===== config.mk =====
export PLATFORM = sky130hd
export DESIGN_NAME = imu_serial_packet_parser_core
export DESIGN_NICKNAME = d
export VERILOG_FILES = /design/src/rtl/core/imu_pp_pkg.sv /design/src/rtl/core/imu_pp_front.sv /design/src/rtl/core/imu_pp_fifo.sv /design/src/rtl/core/imu_pp_back.sv /design/src/rtl/core/imu_serial_packet_parser_core.sv
export SDC_FILE = /design/constraint.sdc
export NUM_CORES = 1
export LEC_CHECK = 0
export ABC_CLOCK_PERIOD_IN_PS = 12060
export BUFFER_PORTS_ARGS = -buffer_cell sky130_fd_sc_hd__buf_2
export CORE_MARGIN = 2
export CORE_UTILIZATION = 59
export DETAILED_ROUTE_END_ITERATION = 7
export PLACE_DENSITY = 0.85
export SYNTH_ARGS = -nofsm -noshare
export SYNTH_HDL_FRONTEND = slang
export SYNTH_SLANG_ARGS = --single-unit

===== constraint.sdc =====
create_clock -name clk -period 12.06 [get_ports clk]
set_clock_uncertainty 0.15 [all_clocks]
set_input_delay 1.206 -clock clk [delete_from_list [all_inputs] [get_ports clk]]
set_output_delay 1.206 -clock clk [all_outputs]
set_load 0.05 [all_outputs]

===== src/rtl/core/imu_pp_pkg.sv =====
`timescale 1ns / 1ps

package imu_pp_pkg;

  localparam int unsigned BYTE_W        = 8;
  localparam int unsigned PAYLOAD_BYTES = 8;
  localparam int unsigned PAYLOAD_W     = PAYLOAD_BYTES * BYTE_W;
  localparam int unsigned CNT_W         = $clog2(PAYLOAD_BYTES);
  localparam int unsigned VALUE_W       = 16;
  localparam int unsigned KIND_W        = 2;
  localparam int unsigned REG_IDX_W     = 2;

  // Packet kinds as they leave on the result port.
  localparam logic [KIND_W-1:0] KIND_ACCEL    = 2'd0;
  localparam logic [KIND_W-1:0] KIND_RATE     = 2'd1;
  localparam logic [KIND_W-1:0] KIND_ATTITUDE = 2'd2;

  // Configuration register indexes.
  localparam logic [REG_IDX_W-1:0] REG_HEADER   = 2'd0;
  localparam logic [REG_IDX_W-1:0] REG_ACCEL    = 2'd1;
  localparam logic [REG_IDX_W-1:0] REG_RATE     = 2'd2;
  localparam logic [REG_IDX_W-1:0] REG_ATTITUDE = 2'd3;

  localparam logic [BYTE_W-1:0] HEADER_RST   = 8'd85;
  localparam logic [BYTE_W-1:0] ACCEL_RST    = 8'd81;
  localparam logic [BYTE_W-1:0] RATE_RST     = 8'd82;
  localparam logic [BYTE_W-1:0] ATTITUDE_RST = 8'd83;

  typedef struct packed {
    logic [BYTE_W-1:0] header;
    logic [BYTE_W-1:0] accel;
    logic [BYTE_W-1:0] rate;
    logic [BYTE_W-1:0] attitude;
  } cfg_codes_t;

  // One checked packet; payload byte 0 sits in the lowest bits.
  typedef struct packed {
    logic [KIND_W-1:0]    kind;
    logic [PAYLOAD_W-1:0] payload;
  } packet_t;

endpackage


===== src/rtl/core/imu_pp_front.sv =====
`timescale 1ns / 1ps

module imu_pp_front (
  input  logic                         clk,
  input  logic                         rst_n,
  input  logic                         byte_valid,
  input  logic [imu_pp_pkg::BYTE_W-1:0] rx_byte,
  input  imu_pp_pkg::cfg_codes_t       codes,
  output logic                         pkt_valid,
  output imu_pp_pkg::packet_t          pkt
);
  import imu_pp_pkg::*;

  typedef enum logic [1:0] {
    ST_HUNT,
    ST_TYPE,
    ST_DATA,
    ST_CHECK
  } state_t;

  state_t               state_r, state_nxt;
  logic [BYTE_W-1:0]    sum_r, sum_nxt;
  logic [CNT_W-1:0]     count_r, count_nxt;
  logic [KIND_W-1:0]    kind_r, kind_nxt;
  logic [PAYLOAD_W-1:0] payload_r, payload_nxt;

  always_comb begin
    state_nxt   = state_r;
    sum_nxt     = sum_r;
    count_nxt   = count_r;
    kind_nxt    = kind_r;
    payload_nxt = payload_r;
    pkt_valid   = 1'b0;
    if (byte_valid) begin
      unique case (state_r)
        ST_HUNT: begin
          if (rx_byte == codes.header) begin
            sum_nxt   = rx_byte;
            count_nxt = '0;
            state_nxt = ST_TYPE;
          end
        end
        ST_TYPE: begin
          // A rejected type byte is not reconsidered as a header.
          state_nxt = ST_HUNT;
          if (rx_byte == codes.accel) begin
            kind_nxt  = KIND_ACCEL;
            state_nxt = ST_DATA;
          end else if (rx_byte == codes.rate) begin
            kind_nxt  = KIND_RATE;
            state_nxt = ST_DATA;
          end else if (rx_byte == codes.attitude) begin
            kind_nxt  = KIND_ATTITUDE;
            state_nxt = ST_DATA;
          end
          if (state_nxt == ST_DATA) begin
            sum_nxt = sum_r + rx_byte;
          end
        end
        ST_DATA: begin
          payload_nxt = {rx_byte, payload_r[PAYLOAD_W-1:BYTE_W]};
          sum_nxt     = sum_r + rx_byte;
          count_nxt   = count_r + 1'b1;
          if (count_r == CNT_W'(PAYLOAD_BYTES - 1)) begin
            state_nxt = ST_CHECK;
          end
        end
        ST_CHECK: begin
          pkt_valid = (sum_r == rx_byte);
          state_nxt = ST_HUNT;
        end
        default: state_nxt = ST_HUNT;
      endcase
    end
  end

  assign pkt.kind    = kind_r;
  assign pkt.payload = payload_r;

  always_ff @(posedge clk) begin
    if (!rst_n) begin
      state_r <= ST_HUNT;
      sum_r   <= '0;
      count_r <= '0;
      kind_r  <= KIND_ACCEL;
    end else begin
      state_r <= state_nxt;
      sum_r   <= sum_nxt;
      count_r <= count_nxt;
      kind_r  <= kind_nxt;
    end
  end

  always_ff @(posedge clk) begin
    payload_r <= payload_nxt;
  end

  a_check_returns: assert property (@(posedge clk) disable iff (!rst_n)
    (byte_valid && state_r == ST_CHECK) |=> (state_r == ST_HUNT))
    else $error("front did not return to hunting after the checksum byte");

  a_pkt_only_at_check: assert property (@(posedge clk) disable iff (!rst_n)
    pkt_valid |-> (state_r == ST_CHECK && count_r == '0))
    else $error("packet issued outside the checksum phase");

endmodule


===== src/rtl/core/imu_pp_fifo.sv =====
`timescale 1ns / 1ps

module imu_pp_fifo (
  input  logic                clk,
  input  logic                rst_n,
  input  logic                wr_en,
  input  imu_pp_pkg::packet_t wr_data,
  output logic                full,
  input  logic                rd_en,
  output logic                empty,
  output imu_pp_pkg::packet_t rd_data
);
  import imu_pp_pkg::*;

  localparam int unsigned DEPTH = 2;
  localparam int unsigned PTR_W = $clog2(DEPTH);

  packet_t            mem_r [DEPTH];
  logic [PTR_W-1:0]   wr_ptr_r, rd_ptr_r;
  logic [PTR_W:0]     count_r, count_nxt;

  assign full    = (count_r == (PTR_W+1)'(DEPTH));
  assign empty   = (count_r == '0);
  assign rd_data = mem_r[rd_ptr_r];

  always_comb begin
    count_nxt = count_r;
    if (wr_en && !rd_en) begin
      count_nxt = count_r + 1'b1;
    end else if (rd_en && !wr_en) begin
      count_nxt = count_r - 1'b1;
    end
  end

  always_ff @(posedge clk) begin
    if (!rst_n) begin
      wr_ptr_r <= '0;
      rd_ptr_r <= '0;
      count_r  <= '0;
    end else begin
      count_r <= count_nxt;
      if (wr_en) begin
        wr_ptr_r <= wr_ptr_r + 1'b1;
      end
      if (rd_en) begin
        rd_ptr_r <= rd_ptr_r + 1'b1;
      end
    end
  end

  always_ff @(posedge clk) begin
    if (wr_en) begin
      mem_r[wr_ptr_r] <= wr_data;
    end
  end

  a_no_overflow: assert property (@(posedge clk) disable iff (!rst_n)
    !(wr_en && full))
    else $error("packet written into a full queue");

  a_no_underflow: assert property (@(posedge clk) disable iff (!rst_n)
    !(rd_en && empty))
    else $error("packet read from an empty queue");

endmodule


===== src/rtl/core/imu_pp_back.sv =====
`timescale 1ns / 1ps

module imu_pp_back (
  input  logic                                clk,
  input  logic                                rst_n,
  input  logic                                pkt_avail,
  input  imu_pp_pkg::packet_t                 pkt,
  output logic                                pkt_take,
  output logic                                out_empty,
  input  logic                                out_pop,
  output logic [imu_pp_pkg::KIND_W-1:0]       packet_kind,
  output logic signed [imu_pp_pkg::VALUE_W-1:0] value_a,
  output logic signed [imu_pp_pkg::VALUE_W-1:0] value_b,
  output logic signed [imu_pp_pkg::VALUE_W-1:0] value_c,
  output logic signed [imu_pp_pkg::VALUE_W-1:0] value_d
);
  import imu_pp_pkg::*;

  logic                      valid_r;
  logic [KIND_W-1:0]         kind_r;
  logic signed [VALUE_W-1:0] a_r, b_r, c_r, d_r;

  // The result register reloads whenever it is free or being emptied.
  assign pkt_take  = pkt_avail && (!valid_r || out_pop);
  assign out_empty = !valid_r;

  always_ff @(posedge clk) begin
    if (!rst_n) begin
      valid_r <= 1'b0;
    end else if (pkt_take) begin
      valid_r <= 1'b1;
    end else if (out_pop) begin
      valid_r <= 1'b0;
    end
  end

  always_ff @(posedge clk) begin
    if (pkt_take) begin
      kind_r <= pkt.kind;
      a_r    <= $signed(pkt.payload[1*VALUE_W-1:0*VALUE_W]);
      b_r    <= $signed(pkt.payload[2*VALUE_W-1:1*VALUE_W]);
      c_r    <= $signed(pkt.payload[3*VALUE_W-1:2*VALUE_W]);
      d_r    <= $signed(pkt.payload[4*VALUE_W-1:3*VALUE_W]);
    end
  end

  assign packet_kind = kind_r;
  assign value_a     = a_r;
  assign value_b     = b_r;
  assign value_c     = c_r;
  assign value_d     = d_r;

  a_kind_legal: assert property (@(posedge clk) disable iff (!rst_n)
    valid_r |-> (kind_r == KIND_ACCEL || kind_r == KIND_RATE || kind_r == KIND_ATTITUDE))
    else $error("result carries an unknown packet kind");

endmodule


===== src/rtl/core/imu_serial_packet_parser_core.sv =====
`timescale 1ns / 1ps

// Channel   Ports                                           Handshake
// input     in_rx_byte                                      in_push / in_full
// result    out_packet_kind, out_value_a .. out_value_d     out_empty / out_pop
// config    cfg_index, cfg_data                             cfg_we
//
// One byte is taken every cycle while in_full is low; the parser state machine
// sees each byte once. A packet whose checksum matches is written into the queue
// when its checksum byte is accepted, and the result register loads it from the
// queue once that register is free; it then appears on the result ports.
// in_full rises only when that queue holds two packets, so a slow reader stalls input.
// rst_n is synchronous and active low; it restores the register defaults and hunting.

module imu_serial_packet_parser_core (
  input  logic                                  clk,
  input  logic                                  rst_n,
  input  logic                                  in_push,
  output logic                                  in_full,
  input  logic [imu_pp_pkg::BYTE_W-1:0]         in_rx_byte,
  output logic                                  out_empty,
  input  logic                                  out_pop,
  output logic [imu_pp_pkg::KIND_W-1:0]         out_packet_kind,
  output logic signed [imu_pp_pkg::VALUE_W-1:0] out_value_a,
  output logic signed [imu_pp_pkg::VALUE_W-1:0] out_value_b,
  output logic signed [imu_pp_pkg::VALUE_W-1:0] out_value_c,
  output logic signed [imu_pp_pkg::VALUE_W-1:0] out_value_d,
  input  logic                                  cfg_we,
  input  logic [imu_pp_pkg::REG_IDX_W-1:0]      cfg_index,
  input  logic [imu_pp_pkg::BYTE_W-1:0]         cfg_data
);
  import imu_pp_pkg::*;

  cfg_codes_t codes_r;
  logic       byte_accept;
  logic       front_pkt_valid;
  packet_t    front_pkt;
  logic       q_empty;
  logic       q_take;
  packet_t    q_pkt;

  // The configuration registers hold the header and the three type codes.
  // A write lands on the next edge; there is no read-back path.
  always_ff @(posedge clk) begin
    if (!rst_n) begin
      codes_r.header   <= HEADER_RST;
      codes_r.accel    <= ACCEL_RST;
      codes_r.rate     <= RATE_RST;
      codes_r.attitude <= ATTITUDE_RST;
    end else if (cfg_we) begin
      unique case (cfg_index)
        REG_HEADER:   codes_r.header   <= cfg_data;
        REG_ACCEL:    codes_r.accel    <= cfg_data;
        REG_RATE:     codes_r.rate     <= cfg_data;
        REG_ATTITUDE: codes_r.attitude <= cfg_data;
        default: ;
      endcase
    end
  end

  // A request is taken whenever the queue has room, since any byte may be
  // the checksum byte that completes a packet.
  assign byte_accept = in_push && !in_full;

  imu_pp_front u_front (
    .clk        (clk),
    .rst_n      (rst_n),
    .byte_valid (byte_accept),
    .rx_byte    (in_rx_byte),
    .codes      (codes_r),
    .pkt_valid  (front_pkt_valid),
    .pkt        (front_pkt)
  );

  // The queue decouples packet detection from result delivery.
  imu_pp_fifo u_queue (
    .clk     (clk),
    .rst_n   (rst_n),
    .wr_en   (front_pkt_valid),
    .wr_data (front_pkt),
    .full    (in_full),
    .rd_en   (q_take),
    .empty   (q_empty),
    .rd_data (q_pkt)
  );

  // The back end splits the payload into four little-endian words.
  imu_pp_back u_back (
    .clk         (clk),
    .rst_n       (rst_n),
    .pkt_avail   (!q_empty),
    .pkt         (q_pkt),
    .pkt_take    (q_take),
    .out_empty   (out_empty),
    .out_pop     (out_pop),
    .packet_kind (out_packet_kind),
    .value_a     (out_value_a),
    .value_b     (out_value_b),
    .value_c     (out_value_c),
    .value_d     (out_value_d)
  );

  a_full_blocks_packets: assert property (@(posedge clk) disable iff (!rst_n)
    in_full |-> !front_pkt_valid)
    else $error("packet completed while the queue was full");

endmodule

==> results.toml <==
[final_layout]
fin_nets = 822
layout.filler_cells = 1254
final_cell_count_no_fill = 1070
synthToLayoutAreaGrowth_pct = 13.79
insertedDiodeCount = 0
post-route-cell-area_mm2 = 0.01320
post_route_cells_drive_above_1_share_pct = 25.96

[global_route]
grt.overflow.total = 0
grt_start_max_net_pins = 68
grt_pass1_vias = 5934
grt_antenna_before_repair = 0
all_layer_gr_usage_pct = 19.65
grt_pass1_wl_mm = 31.50

[timing]
holdWs_ns = 0.2950
layout_worst_path_cycle_share_pct = 29.40
unrepaired_setup_endpoints_after_global_routing = "no"
finalMaxSlewViolations = 0
slew_margin_rel_pct = 36.18
fmaxAchievable_mhz = 282.0
report.final.setup_viol = 0
tns_setup_ns = 0
tightest_slew_ns = 0.9573
period_needed_ns = 3.546
number_of_failing_hold_endpoints_at_the_final_stage = 0

[flow_run]
maxCapViolations = 0

[worst_setup_path]
worst_ep_arrival_time_ns = 3.54
worst_path_cell_trace = "buf_2, ha_1, nor4_1, nand2_1, nor3_1, and2_4"
timing.critical_path.to_type = "register"
crit_family = "simple AND/OR/NAND/NOR gates"
worstSetupPathType = "in2reg"
cpMaxStageDelayCell = "and2_4"
worstPathBufferInverterCount = 1
startpoint_type = "input pin"
max_stage_delay_ns = 0.84
worst-path-max-fanout = 66
critPathRequiredTime_ns = 12.05

[route]
final_antenna_net_count = 0
dr.pass1.iters = 5
routed_wirelength_mm = 20.27
detailroute.via_count = 5904
post-route-drc-count = 0
vias_per_cell = 5.518
wl_per_cell_um = 18.94
drt-initial-drc-count = 376

[clock_network]
post_cts_buffers = 0
cts_hold_repair.buffers = 0
post_cts_gate_resize_count = 0
number_of_buffers_created_by_cts = 29
path_clk_slew_ns = 0.06
cts-root-buf = "clkbuf_16"
cts.htree.levels = 1
cts.sinks = 314
tritoncts = "yes"
insertion_delay_ns = 0.54
max-clock-path-buffers = 3

[place]
dpl-instance-area_mm2 = 0.01231
placement.io_buffers = 90
place_inst = 1017
weighted_congestion_reported_at_the_end_of_routability_driven_placement = 0.9102
dpl.hpwl_mm = 12.47

[yosys]
synth_top_family_by_area = "multiplexers"
post_synth_fa_ha_maj_area_fraction_pct = 1.790
synth.lib_cells_used.distinct = 53
synth-edff-count = 262
yosysWarnings = 0
post_synth_net_total = 723
post_synth_instance_area_mm2 = 0.01160
synth-compound-area-share_pct = 3.354
syn_inst_count = 684
synth_xor_xnor_area_share_pct = 3.020
synth-seq-cells = 314
synth_simple_gate_area_share_pct = 5.068
synth_area_per_cell_um2 = 16.96
asyncSetResetFlopFracSynth_pct = 0
ys.flop_type = "edfxtp_1"
synth-seq-area-share_pct = 76.78
synthMuxAreaShare_pct = 8.390

[power_and_ir_drop]
power.combinational.fraction_pct = 21.7
swShare_pct = 31.87
power.density_cell_area_mw_per_mm2 = 214.6
internal_power_uw = 1931
share_of_total_power_in_the_clock_network_pct = 30.1
total_switching_power_uw = 903.1
leakage_uw = 0.004592
share_seq_of_total_power_pct = 48.2
report.power.total_uw = 2834
max-vdd-ir-drop_uv = 112.1

[die]
die_w_um = 144.2
overall_die_area_mm2 = 0.02080
core.rowCount = 51
core_mm2 = 0.01940
start_util_pct = 59.81
io_pins = 91
die_height_um = 144.2

[hold_path]
timing.hold.worst.class = "reg2reg"

[run_status]
run_status = "completed"
[synthesized netlist by cell type (4+ instances only)]
library cell,instances,area share [%]
a21oi_1,27,1.2
nor3_1,6,0.26
xor2_1,28,2.1
buf_1,4,0.13
xnor2_1,12,0.91
inv_1,12,0.39
or3_1,4,0.22
buf_2,4,0.17
o21ai_0,12,0.52
nor2_1,26,0.84
mux2i_1,23,2.0
mux2_2,66,6.4
a211oi_1,7,0.45
edfxtp_1,262,68
nand2_1,47,1.5
clkbuf_1,14,0.45
ha_1,15,1.6
nand3_1,11,0.47
nor4_1,8,0.43
dfxtp_1,52,9.0
[cells by family after synthesis]
| family | after synthesis |
|---|---|
| buf+inv | 40 |
| compound gates | 62 |
| mux | 89 |
| xor+xnor | 40 |
| flops | 314 |
| fa+ha+maj | 16 |
| simple gates | 123 |
[state kept, by name, summed over array words and instances, names as in the netlist, named ones only]
signal / count
u_front.count_r: 3
u_front.kind_r: 2
u_queue.count_r: 2
codes_r: 32
u_back.packet_kind: 2
u_back.value_d: 16
u_back.value_c: 16
u_queue.wr_ptr_r: 1
u_front.sum_r: 8
u_back.value_b: 16
u_queue.mem_r: 132
u_back.valid_r: 1
u_front.state_r: 1
u_back.value_a: 16
u_front.payload_r: 64
u_queue.rd_ptr_r: 1
[layer usage]
layer	up-vias	part of all wire [%]	global-route usage, %
met5	-	0	0
met4	0	2.1	5.570
met3	38	5.3	3.079
met2	199	52	35.11
met1	2908	41	25.08
li1	2759	-	-
[path summary, 6_finish.rpt]
kind,slack [ns],cells after the start,end,from
worst max register to register,9.08,5,u_queue.mem_r[1][9],u_front.sum_r[5]
worst max-delay path,8.51,6,u_queue.mem_r[1][9],in_rx_byte[6]
worst min-delay path,0.30,0,u_queue.mem_r[1][2],u_front.payload_r[2]
worst min register to register,0.30,0,u_queue.mem_r[1][2],u_front.payload_r[2]
[area by class of cell]
cell class / count / area, um^2 / share of cell area, %
Clock buffer: 39 / 773.2 / 5.857
Timing Repair Buffer: 95 / 488.0 / 3.696
Inverter: 13 / 48.80 / 0.3696
Sequential cell: 314 / 8912 / 67.50
Clock inverter: 14 / 116.4 / 0.8814
Multi-Input combinational cell: 330 / 2532 / 19.18
Tap cell: 265 / 331.6 / 2.511
[power by group through the flow]
stage,Combinational (uW),Clock (uW),Sequential (uW)
after floorplan,148,0,1720
final,615,852,1370
after global routing,644,908,1380
after global placement,610,0,1390
after detailed placement,619,0,1390
after CTS,622,868,1370
[worst register-to-register path: stages (launching register included)]
cell and delay (ns):
dfxtp_1 0.32, ha_1 0.36, nor4_1 0.35, nand2_1 0.16
nor3_1 0.39, and2_4 0.84
[through the flow]
step           setup WS (ns)  utilization, %
2_1_floorplan          2.991               -
5_1_grt                8.316           68.06
3_5_place_dp           7.968           63.47
4_1_cts                8.509           68.06
6_report               8.514           68.06
3_3_place_gp           7.946           63.47
[cells in the final DEF (no fill, tap or decap), types with 4 or more instances in the layout]
cell type,netlist,final
xor2_1,28,28
edfxtp_1,262,262
mux2i_1,23,23
nand2_1,47,47
clkbuf_1,14,9
nor3_1,6,6
buf_4,1,5
buf_2,4,90
inv_1,12,12
or3_1,4,4
dfxtp_1,52,51
xnor2_1,12,12
o21ai_0,12,12
ha_1,15,15
a211oi_1,7,7
mux2_2,66,66
clkinv_1,1,4
nor2_1,26,24
a21oi_1,27,27
nand3_1,11,11
nor4_1,8,7
clkbuf_16,0,29
clkinv_2,0,9
No activity file was read; power rests on OpenSTA's default activity.
